<file path="src/fud_pkg.sv">
// Package for the form body decoder: character codes, marker kinds,
// escape phases, the result entry type and the hex digit helpers.
// No dependencies.
`timescale 1ns / 1ps

package fud_pkg;

  // Most results that one input byte can cause.
  localparam int MAX_RESULTS = 4;
  localparam int CNT_W       = $clog2(MAX_RESULTS + 1);
  localparam int IDX_W       = $clog2(MAX_RESULTS);

  // Characters with a meaning of their own in a form body.
  localparam logic [7:0] CH_PCT   = 8'h25;
  localparam logic [7:0] CH_PLUS  = 8'h2B;
  localparam logic [7:0] CH_AMP   = 8'h26;
  localparam logic [7:0] CH_EQ    = 8'h3D;
  localparam logic [7:0] CH_SPACE = 8'h20;

  // Kind of boundary marker carried by a result.
  typedef enum logic [1:0] {
    END_NONE    = 2'd0,
    END_KEY     = 2'd1,
    END_ACCEPT  = 2'd2,
    END_DISCARD = 2'd3
  } end_kind_t;

  // Progress through a percent escape.
  typedef enum logic [1:0] {
    ESC_NONE = 2'd0,
    ESC_PCT  = 2'd1,
    ESC_HEX  = 2'd2
  } esc_phase_t;

  // One result as it waits in the output buffer.
  typedef struct packed {
    logic       has_byte;
    logic [7:0] out_byte;
    logic       in_value;
    end_kind_t  end_kind;
  } entry_t;

  // True when the character is a hex digit of either case.
  function automatic logic hex_ok(input logic [7:0] c);
    hex_ok = c inside {[8'h30:8'h39], [8'h61:8'h66], [8'h41:8'h46]};
  endfunction

  // Value of a hex digit; only meaningful when hex_ok holds.
  function automatic logic [3:0] hex_val(input logic [7:0] c);
    logic [7:0] d;
    if (c inside {[8'h30:8'h39]}) begin
      d = c - 8'h30;
    end else if (c inside {[8'h61:8'h66]}) begin
      d = c - 8'h57;
    end else begin
      d = c - 8'h37;
    end
    hex_val = d[3:0];
  endfunction

  // A result carrying a decoded byte.
  function automatic entry_t mk_byte(input logic [7:0] b, input logic part);
    entry_t e;
    e.has_byte = 1'b1;
    e.out_byte = b;
    e.in_value = part;
    e.end_kind = END_NONE;
    mk_byte = e;
  endfunction

  // A boundary marker result.
  function automatic entry_t mk_marker(input end_kind_t kind, input logic part);
    entry_t e;
    e.has_byte = 1'b0;
    e.out_byte = 8'h00;
    e.in_value = part;
    e.end_kind = kind;
    mk_marker = e;
  endfunction

endpackage

</file>
<file path="src/fud_in_if.sv">
// Input channel of the form body decoder: one raw body byte per request.
// No dependencies.
`timescale 1ns / 1ps

interface fud_in_if;
  logic       valid;
  logic       ready;
  logic [7:0] in_byte;
  logic       end_of_body;

  modport source (output valid, output in_byte, output end_of_body, input ready);
  modport sink   (input valid, input in_byte, input end_of_body, output ready);
endinterface

</file>
<file path="src/fud_out_if.sv">
// Result channel of the form body decoder: one decoded byte or marker per request.
// No dependencies.
`timescale 1ns / 1ps

interface fud_out_if;
  logic       valid;
  logic       ready;
  logic       has_byte;
  logic [7:0] out_byte;
  logic       in_value;
  logic [1:0] end_kind;
  logic       last_of_run;

  modport source (output valid, output has_byte, output out_byte, output in_value,
                  output end_kind, output last_of_run, input ready);
  modport sink   (input valid, input has_byte, input out_byte, input in_value,
                  input end_kind, input last_of_run, output ready);
endinterface

</file>
<file path="src/form_urlencoded_decoder.sv">
// Form body decoder: first result in the cycle after a byte is accepted, then one
// result per cycle while the output is ready. A byte that causes n results (0 to 4)
// holds the output buffer until all n have left; the next byte is taken in the cycle
// the last of them leaves, so plain bytes flow at one per cycle while the output is
// ready. The single four-entry output buffer sets this. Synchronous active-low
// reset returns to the key part with no escape pending and an empty buffer.
`timescale 1ns / 1ps

module form_urlencoded_decoder (
  input  logic      clk,
  input  logic      rst_n,
  fud_in_if.sink    in_ch,
  fud_out_if.source out_ch
);
  import fud_pkg::*;

  // Decoder state.
  logic       value_part_r, value_part_nxt;
  esc_phase_t esc_phase_r, esc_phase_nxt;
  logic [7:0] held_r, held_nxt;

  // Output buffer: the results of the last accepted byte.
  entry_t             list_r [MAX_RESULTS];
  logic [CNT_W-1:0]   rem_r, rem_nxt;
  logic [IDX_W-1:0]   idx_r, idx_nxt;

  // Results worked out for the byte on the input.
  entry_t             res [MAX_RESULTS];
  logic [CNT_W-1:0]   cnt;

  logic       in_fire, out_fire;
  logic [7:0] b;
  logic       is_amp, is_delim, b_hex, consumed;
  entry_t     cur;

  assign b        = in_ch.in_byte;
  assign is_amp   = (b == CH_AMP);
  assign is_delim = is_amp || (b == CH_EQ && !value_part_r);
  assign b_hex    = hex_ok(b);

  // Handshakes: a new byte is taken once the buffer empties or drains this cycle.
  assign out_fire    = out_ch.valid && out_ch.ready;
  assign in_ch.ready = (rem_r == '0) ||
                       (rem_r == CNT_W'(1) && out_ch.ready);
  assign in_fire     = in_ch.valid && in_ch.ready;

  // Decode one byte into its list of results and the next state.
  always_comb begin
    value_part_nxt = value_part_r;
    esc_phase_nxt  = esc_phase_r;
    held_nxt       = held_r;
    consumed       = 1'b0;
    cnt            = '0;
    for (int i = 0; i < MAX_RESULTS; i++) begin
      res[i] = mk_marker(END_NONE, 1'b0);
    end

    // Continue or abandon a pending escape.
    case (esc_phase_r)
      ESC_PCT: begin
        if (!is_delim && b_hex) begin
          held_nxt      = b;
          esc_phase_nxt = ESC_HEX;
          consumed      = 1'b1;
        end else begin
          res[cnt[IDX_W-1:0]] = mk_byte(CH_PCT, value_part_r);
          cnt = cnt + CNT_W'(1);
          esc_phase_nxt = ESC_NONE;
        end
      end
      ESC_HEX: begin
        if (b_hex) begin
          res[cnt[IDX_W-1:0]] = mk_byte({hex_val(held_r), hex_val(b)}, value_part_r);
          cnt = cnt + CNT_W'(1);
          consumed = 1'b1;
        end else begin
          res[cnt[IDX_W-1:0]] = mk_byte(CH_PCT, value_part_r);
          cnt = cnt + CNT_W'(1);
          res[cnt[IDX_W-1:0]] = mk_byte(held_r, value_part_r);
          cnt = cnt + CNT_W'(1);
        end
        esc_phase_nxt = ESC_NONE;
      end
      default: begin
        esc_phase_nxt = ESC_NONE;
      end
    endcase

    // Handle the byte itself unless the escape took it.
    if (!consumed) begin
      if (is_amp) begin
        res[cnt[IDX_W-1:0]] = mk_marker(value_part_r ? END_ACCEPT : END_DISCARD,
                                        value_part_r);
        cnt = cnt + CNT_W'(1);
        value_part_nxt = 1'b0;
      end else if (is_delim) begin
        res[cnt[IDX_W-1:0]] = mk_marker(END_KEY, value_part_r);
        cnt = cnt + CNT_W'(1);
        value_part_nxt = 1'b1;
      end else if (b == CH_PCT) begin
        esc_phase_nxt = ESC_PCT;
      end else if (b == CH_PLUS) begin
        res[cnt[IDX_W-1:0]] = mk_byte(CH_SPACE, value_part_r);
        cnt = cnt + CNT_W'(1);
      end else begin
        res[cnt[IDX_W-1:0]] = mk_byte(b, value_part_r);
        cnt = cnt + CNT_W'(1);
      end
    end

    // End of body: flush any escape, close the pair and start afresh.
    if (in_ch.end_of_body) begin
      if (esc_phase_nxt inside {ESC_PCT, ESC_HEX}) begin
        res[cnt[IDX_W-1:0]] = mk_byte(CH_PCT, value_part_nxt);
        cnt = cnt + CNT_W'(1);
      end
      if (esc_phase_nxt == ESC_HEX) begin
        res[cnt[IDX_W-1:0]] = mk_byte(held_nxt, value_part_nxt);
        cnt = cnt + CNT_W'(1);
      end
      if (!is_amp) begin
        res[cnt[IDX_W-1:0]] = mk_marker(value_part_nxt ? END_ACCEPT : END_DISCARD,
                                        value_part_nxt);
        cnt = cnt + CNT_W'(1);
      end
      value_part_nxt = 1'b0;
      esc_phase_nxt  = ESC_NONE;
    end
  end

  // Buffer bookkeeping: drain one entry per request, reload on a new byte.
  always_comb begin
    rem_nxt = rem_r;
    idx_nxt = idx_r;
    if (out_fire) begin
      rem_nxt = rem_r - CNT_W'(1);
      idx_nxt = idx_r + IDX_W'(1);
    end
    if (in_fire && cnt != '0) begin
      rem_nxt = cnt;
      idx_nxt = '0;
    end
  end

  // Control and decoder state registers.
  always_ff @(posedge clk) begin
    if (!rst_n) begin
      value_part_r <= 1'b0;
      esc_phase_r  <= ESC_NONE;
      held_r       <= 8'h00;
      rem_r        <= '0;
      idx_r        <= '0;
    end else begin
      rem_r <= rem_nxt;
      idx_r <= idx_nxt;
      if (in_fire) begin
        value_part_r <= value_part_nxt;
        esc_phase_r  <= esc_phase_nxt;
        held_r       <= held_nxt;
      end
    end
  end

  // Result payload, loaded when a byte with results is accepted.
  always_ff @(posedge clk) begin
    if (in_fire && cnt != '0) begin
      for (int i = 0; i < MAX_RESULTS; i++) begin
        list_r[i] <= res[i];
      end
    end
  end

  // Present the current buffer entry.
  assign cur                = list_r[idx_r];
  assign out_ch.valid       = (rem_r != '0);
  assign out_ch.has_byte    = cur.has_byte;
  assign out_ch.out_byte    = cur.out_byte;
  assign out_ch.in_value    = cur.in_value;
  assign out_ch.end_kind    = cur.end_kind;
  assign out_ch.last_of_run = (rem_r == CNT_W'(1));

endmodule
</file>
<file path="src/flat_wrapper.sv">
// flat-port wrapper written by rule: the top's interface ports become plain ports
module form_urlencoded_decoder_flat import fud_pkg::*;
  (clk, rst_n, in_ch_valid, in_ch_in_byte, in_ch_end_of_body, in_ch_ready, out_ch_valid, out_ch_has_byte, out_ch_out_byte, out_ch_in_value, out_ch_end_kind, out_ch_last_of_run, out_ch_ready);
  fud_in_if in_ch_i ();
  fud_out_if out_ch_i ();
  input  logic clk;
  input  logic rst_n;
  input wire logic [$bits(in_ch_i.valid)-1:0] in_ch_valid;
  input wire logic [$bits(in_ch_i.in_byte)-1:0] in_ch_in_byte;
  input wire logic [$bits(in_ch_i.end_of_body)-1:0] in_ch_end_of_body;
  output wire logic [$bits(in_ch_i.ready)-1:0] in_ch_ready;
  output wire logic [$bits(out_ch_i.valid)-1:0] out_ch_valid;
  output wire logic [$bits(out_ch_i.has_byte)-1:0] out_ch_has_byte;
  output wire logic [$bits(out_ch_i.out_byte)-1:0] out_ch_out_byte;
  output wire logic [$bits(out_ch_i.in_value)-1:0] out_ch_in_value;
  output wire logic [$bits(out_ch_i.end_kind)-1:0] out_ch_end_kind;
  output wire logic [$bits(out_ch_i.last_of_run)-1:0] out_ch_last_of_run;
  input wire logic [$bits(out_ch_i.ready)-1:0] out_ch_ready;
  assign in_ch_i.valid = in_ch_valid;
  assign in_ch_i.in_byte = in_ch_in_byte;
  assign in_ch_i.end_of_body = in_ch_end_of_body;
  assign in_ch_ready = in_ch_i.ready;
  assign out_ch_valid = out_ch_i.valid;
  assign out_ch_has_byte = out_ch_i.has_byte;
  assign out_ch_out_byte = out_ch_i.out_byte;
  assign out_ch_in_value = out_ch_i.in_value;
  assign out_ch_end_kind = out_ch_i.end_kind;
  assign out_ch_last_of_run = out_ch_i.last_of_run;
  assign out_ch_i.ready = out_ch_ready;
  form_urlencoded_decoder u_core (.clk(clk), .rst_n(rst_n), .in_ch(in_ch_i), .out_ch(out_ch_i));
endmodule
</file>
<file path="config.mk">
export PLATFORM = sky130hd
export DESIGN_NAME = form_urlencoded_decoder_flat
export DESIGN_NICKNAME = d
export VERILOG_FILES = /design/src/fud_pkg.sv /design/src/fud_in_if.sv /design/src/fud_out_if.sv /design/src/form_urlencoded_decoder.sv /design/src/flat_wrapper.sv
export SDC_FILE = /design/constraint.sdc
export NUM_CORES = 1
export LEC_CHECK = 0
export BUFFER_PORTS_ARGS = -buffer_cell sky130_fd_sc_hd__buf_4
export CAP_MARGIN = 10
export CORE_MARGIN = 2
export CORE_UTILIZATION = 45
export DETAILED_ROUTE_END_ITERATION = 10
export PLACE_DENSITY = 0.66
export SETUP_SLACK_MARGIN = 0.4
export SKIP_LAST_GASP = 1
export SLEW_MARGIN = 40
export SYNTH_ARGS = -nofsm -noshare
export SYNTH_HDL_FRONTEND = slang
export SYNTH_SLANG_ARGS = --single-unit
export TNS_END_PERCENT = 100
</file>
<file path="constraint.sdc">
create_clock -name clk -period 8.6 [get_ports clk]
set_input_delay 0.86 -clock clk [delete_from_list [all_inputs] [get_ports clk]]
set_output_delay 0.86 -clock clk [all_outputs]
set_load 0.02 [all_outputs]
</file>
# Word level (Yosys, flattened, before mapping)
# Memory sizes are Yosys's and may differ from the RTL's. A register that Yosys moved wholly into a read port is not among the register bits.
# Cells that the tools add are included.
# totals
register_bits	16
ram_bits	48
input_bits	13
output_inout_bits	15
word_cells	148
n_memories	1
# op_classes
n_addsub	12
magnitude_cmp	18
n_eq_ne	9
mux	72
n_bitwise	5
reduce_logical	26
# memory_table
memory	words	word_bits	rd	rd_clocked_by_memory_dff	write_ports	line	rtl
u_core.list_r	4	12	1	1	4	form_urlencoded_decoder.sv:23	entry_t list_r [MAX_RESULTS];
# ops
cell	n
2-to-1 mux 48 bit	11
bitwise mux 48 bit	7
demux 12 bit (select 2 bit)	4
2-to-1 mux 12 bit	7
2-to-1 mux 3 bit	12
equality test 8 x 6 -> 1 bit (second input constant)	4
>= comparator 8 x 7 -> 1 bit (second input constant)	3
<= comparator 8 x 7 -> 1 bit (second input constant)	3
case mux 12 bit (2 select lines)	1
2-to-1 mux 2 bit	10
>= comparator 8 x 6 -> 1 bit (second input constant)	2
<= comparator 8 x 6 -> 1 bit (second input constant)	2
2-to-1 mux 4 bit	4
2-to-1 mux 8 bit	2
subtractor 4 x 3 -> 4 bit (second input constant)	4
logical AND 1 bit	15
adder 3 x 1 -> 3 bit (second input constant)	4
>= comparator 3 bit (second input constant)	4
< comparator 3 x 1 -> 1 bit (second input constant)	4
NOT 2 -> 3 bit	4
2-to-1 mux 1 bit	11
2-to-1 mux 11 bit	1
nonzero test 3 bit	3
subtractor 4 x 1 -> 4 bit (second input constant)	2
other kinds (13)	18

# Logic depth before layout (Yosys ltp)
# depth
depth_word	27
ltp_mapped	25
mapped_depth_nobuf	24

# Least setup slack after synthesis
# OpenSTA, ideal clock, no wires.
# synth_path
kind	input port to flip-flop
startpoint	input port in_ch_in_byte[1]
endpoint	memory u_core.list_r[0][0] (netlist name) (enable)
setup_time_ns	0.540
t_arrival_ns	6.112
required_time_ns	8.060
setup_slack_ns	1.948
stages	24
n_path_buf	1
cell_sequence	clkbuf_1 -> inv_1 -> ha_1 -> o21bai_1 -> a2111oi_4 -> a21oi_1 -> nor2_1 -> nor2_1 -> ha_1 -> mux2i_1 -> a21oi_4 -> ha_1 -> nand2b_1 -> a21boi_0 -> inv_1 -> ha_1 -> nand2_1 -> o21ai_0 -> ha_1 -> o21ai_4 -> xnor2_1 -> a211oi_1 -> o21ai_1 -> nand3_2
# synth_lines
item	line	rtl
start: declaration	flat_wrapper.sv:9	input wire logic [$bits(in_ch_i.in_byte)-1:0] in_ch_in_byte;
end: declaration	form_urlencoded_decoder.sv:23	

==> results.py <==
metrics = {
    "die": {
        "ios": 28,
        "die_w_um": 106.9,
        "core_area_mm2": 0.01032,
        "initial_core_util_pct": 46.16,
        "core.rowCount": 37,
        "die_y_um": 106.9,
        "dieArea_mm2": 0.01143,
    },
    "cts": {
        "cts_root_buf": "clkbuf_8",
        "clockBufferDepth": 2,
        "cts_buffers": 9,
        "cts_resized": 0,
        "clk-insertion-delay-late_ns": 0.38,
        "cts_hold_buf": 0,
        "cts_tree": "built",
        "clkTransAtPathRegs_ns": 0.08,
        "htreeDepth": 3,
        "post_cts_buffers": 0,
        "clock_sinks": 66,
    },
    "finish": {
        "final_nets": 547,
        "design_area_mm2": 0.005280,
        "layout-drive-gt1-share_pct": 15.01,
        "synthToLayoutAreaGrowth_pct": 10.79,
        "n_fill_cell": 953,
        "diodes": 0,
    },
    "sta": {
        "drv_slew": 0,
        "rsz0062_at_grt": "no",
        "max_freq_mhz": 141.9,
        "setup_viol": 0,
        "fin_crit_sh_pct": 81.92,
        "tightest_slew_ns": 0.8509,
        "hold_viol_final": 0,
        "fin_crit_ns": 7.046,
        "max_slew_margin_pct": 42.67,
        "fin_setup_tns_ns": 0,
        "worst_clock_skew_ns": 0.01224,
    },
    "synthesis": {
        "synth_area_leaders": "edfxtp_1 30%, dfxtp_1 7.6%, ha_1 6.8%",
        "ys_seq_area_share_pct": 37.81,
        "synth_top_area_cell": "edfxtp_1",
        "syn_inst": 494,
        "synth-async-reset-ratio_pct": 0,
        "syn_nets": 533,
        "syn_avg_cell_area_um2": 9.647,
        "syn-cell-area_mm2": 0.004766,
        "post-synth-top-area-fraction_pct": 30.24,
        "synth-edff-count": 48,
        "synthDistinctLibCells": 70,
        "synthFlopType": "edfxtp_1",
        "synth-seq-cells": 66,
        "yosys_warnings": 0,
    },
    "worst_setup_path": {
        "crit_type": "in2reg",
        "path_max_fanout": 39,
        "cp-startpoint": "in_ch_in_byte[1]",
        "start_kind": "input pin",
        "cp_slowest_stage_delay_ns": 0.54,
        "end_kind": "flop",
        "cp.buffers_inverters": 4,
        "cp_data_arrival_time_ns": 7.17,
        "required_ns": 8.73,
        "r2r-start": "u_core.esc_phase_r[0]",
        "crit_family": "compound AO/OA/AOI/OAI gates",
        "critical-path-slowest-cell": "a2111oi_4",
        "cpMostUsedCell": "ha_1",
    },
    "pwr": {
        "switching_share_pct": 33.49,
        "peakVddDrop_v": 0.0001783,
        "pwr-share-comb_pct": 30.4,
        "leakagePower_nw": 1.868,
        "p_int_w": 0.0007826,
        "pwr-share-seq_pct": 41.7,
        "pwr-share-clk_pct": 28.0,
        "powerDensity_mw_per_mm2": 222.8,
        "power.switching_w": 0.0003940,
    },
    "place": {
        "routabilityCongestion": 1.027,
        "io_buffers": 27,
        "dp_hpwl_um": 10940,
        "dpl-instance-area_mm2": 0.005037,
    },
    "global_routing": {
        "grt_pass1_wl_um": 22960,
        "grt_max_degree": 40,
        "grt-ovfl-total": 0,
        "grt_pass1_vias": 3926,
        "antenna_found_initial": 0,
        "track_usage_pct": 26.84,
    },
    "detailed_routing": {
        "vias_per_cell": 6.418,
        "vias": 4165,
        "wl_per_cell_um": 22.53,
        "drtPass1Iterations": 5,
        "routed_wl_um": 14620,
        "drc": 0,
        "postRouteAntennaNets": 0,
        "first_iter_violations": 455,
    },
    "run_status": {
        "status": "completed",
    },
    "flow_run": {
        "timing.max_cap.violations": 0,
    },
    "min_path": {
        "hp-class": "reg2reg",
        "min-delay-start": "u_core.esc_phase_r[1]",
    },
}
-- area by class of cell --
cell class,count,area [um^2],share of cell area [%]
Timing Repair Buffer,30,225.2,4.265
Clock buffer,10,127.6,2.417
Multi-Input combinational cell,375,2739,51.87
Sequential cell,66,1803,34.15
Tap cell,136,170.2,3.223
Inverter,26,100.1,1.896
Clock inverter,6,115.1,2.180
-- per-stage QoR --
step           setup slack [ns]  utilization (%)  total power [W]  std cells  hold WS [ns]
6_report                  1.554            51.15         0.001177        649        0.4885
5_1_grt                  0.9966            51.15         0.001236        649        0.5255
3_3_place_gp              1.233            48.71        0.0008471        633        0.4666
2_1_floorplan             1.948                -        0.0007295        494        0.4486
3_5_place_dp              1.278            48.79        0.0008584        633        0.4832
4_1_cts                   1.622            51.15         0.001183        649        0.4933
-- sequential cells by signal, summed over array words and instances, names as in the netlist, named ones only --
register / count
u_core.idx_r: 2
u_core.held_r: 8
u_core.esc_phase_r: 2
u_core.value_part_r: 1
u_core.list_r: 48
u_core.rem_r: 3
-- cells in the mapped netlist (all sizes together) (3+ instances only) --
library cell and count:
clkbuf 14, dfxtp 18, a31oi 6, xnor2 12, o22ai 15, a21oi 33
and2 8, a32o 3, and3 10, mux4 12, inv 26, a221oi 6
a21boi 3, buf 13, nand2b 7, nand2 54, mux2i 7, nor2 22
ha 26, xor2 4, a211oi 9, a32oi 3, nor3 14, o32ai 7
o21ai 27, o31ai 5, nand3 32, o21bai 3, edfxtp 48, a21o 4
a22oi 9, nor2b 5
-- layout by cell type (no fill, tap or decap), types with 14 or more instances in the layout --
cell type	Yosys	layout
a21oi_1	31	31
buf_4	2	30
dfxtp_1	18	17
edfxtp_1	48	48
ha_1	26	26
inv_1	25	25
nand2_1	52	52
nand3_1	31	31
nor2_1	21	21
nor3_1	14	14
o21ai_0	22	22
o22ai_1	15	15
-- tightest hold or removal path: cells and delay by family (launching register included) --
| kind | cells | cell delay [ns] |
|---|---|---|
| flip-flops | 1 | 0.33 |
| AND/OR/NAND/NOR | 1 | 0.06 |
| AO/OA/AOI/OAI | 1 | 0.05 |
-- kinds of logic after synthesis --
group	synth area share [%]
AOI/OAI and AO/OA	22.34
xor gates and xnor gates	2.940
adders and majority gates	6.826
buffers and inverters	4.883
DFF	37.81
muxes	7.220
and+or+nand+nor	17.98
-- power by group through the flow --
stage / clock (W) / sequential (W) / combinational [W]
final: 0.000329 / 0.000490 / 0.000357
after global routing: 0.000344 / 0.000503 / 0.000389
after CTS: 0.000330 / 0.000493 / 0.000360
after detailed placement: 0 / 0.000500 / 0.000358
after global placement: 0 / 0.000494 / 0.000353
after floorplan: 0 / 0.000474 / 0.000256
-- final timing paths --
kind	end	slack, ns	depth (start not counted)
max	u_core.list_r[0][4]	1.55	25
min reg2reg	u_core.esc_phase_r[1]	0.49	2
max reg2reg	u_core.list_r[0][4]	2.35	22
min	u_core.esc_phase_r[1]	0.49	2
-- per-layer routing --
metal	global-route usage, %	part of all wire [%]	up-vias
met3	4.012	8.9	41
met4	11.50	3.8	0
met2	40.08	44	254
met5	0	0	-
li1	-	-	1907
met1	38.77	43	1963
(Power assumes the default switching activity.)
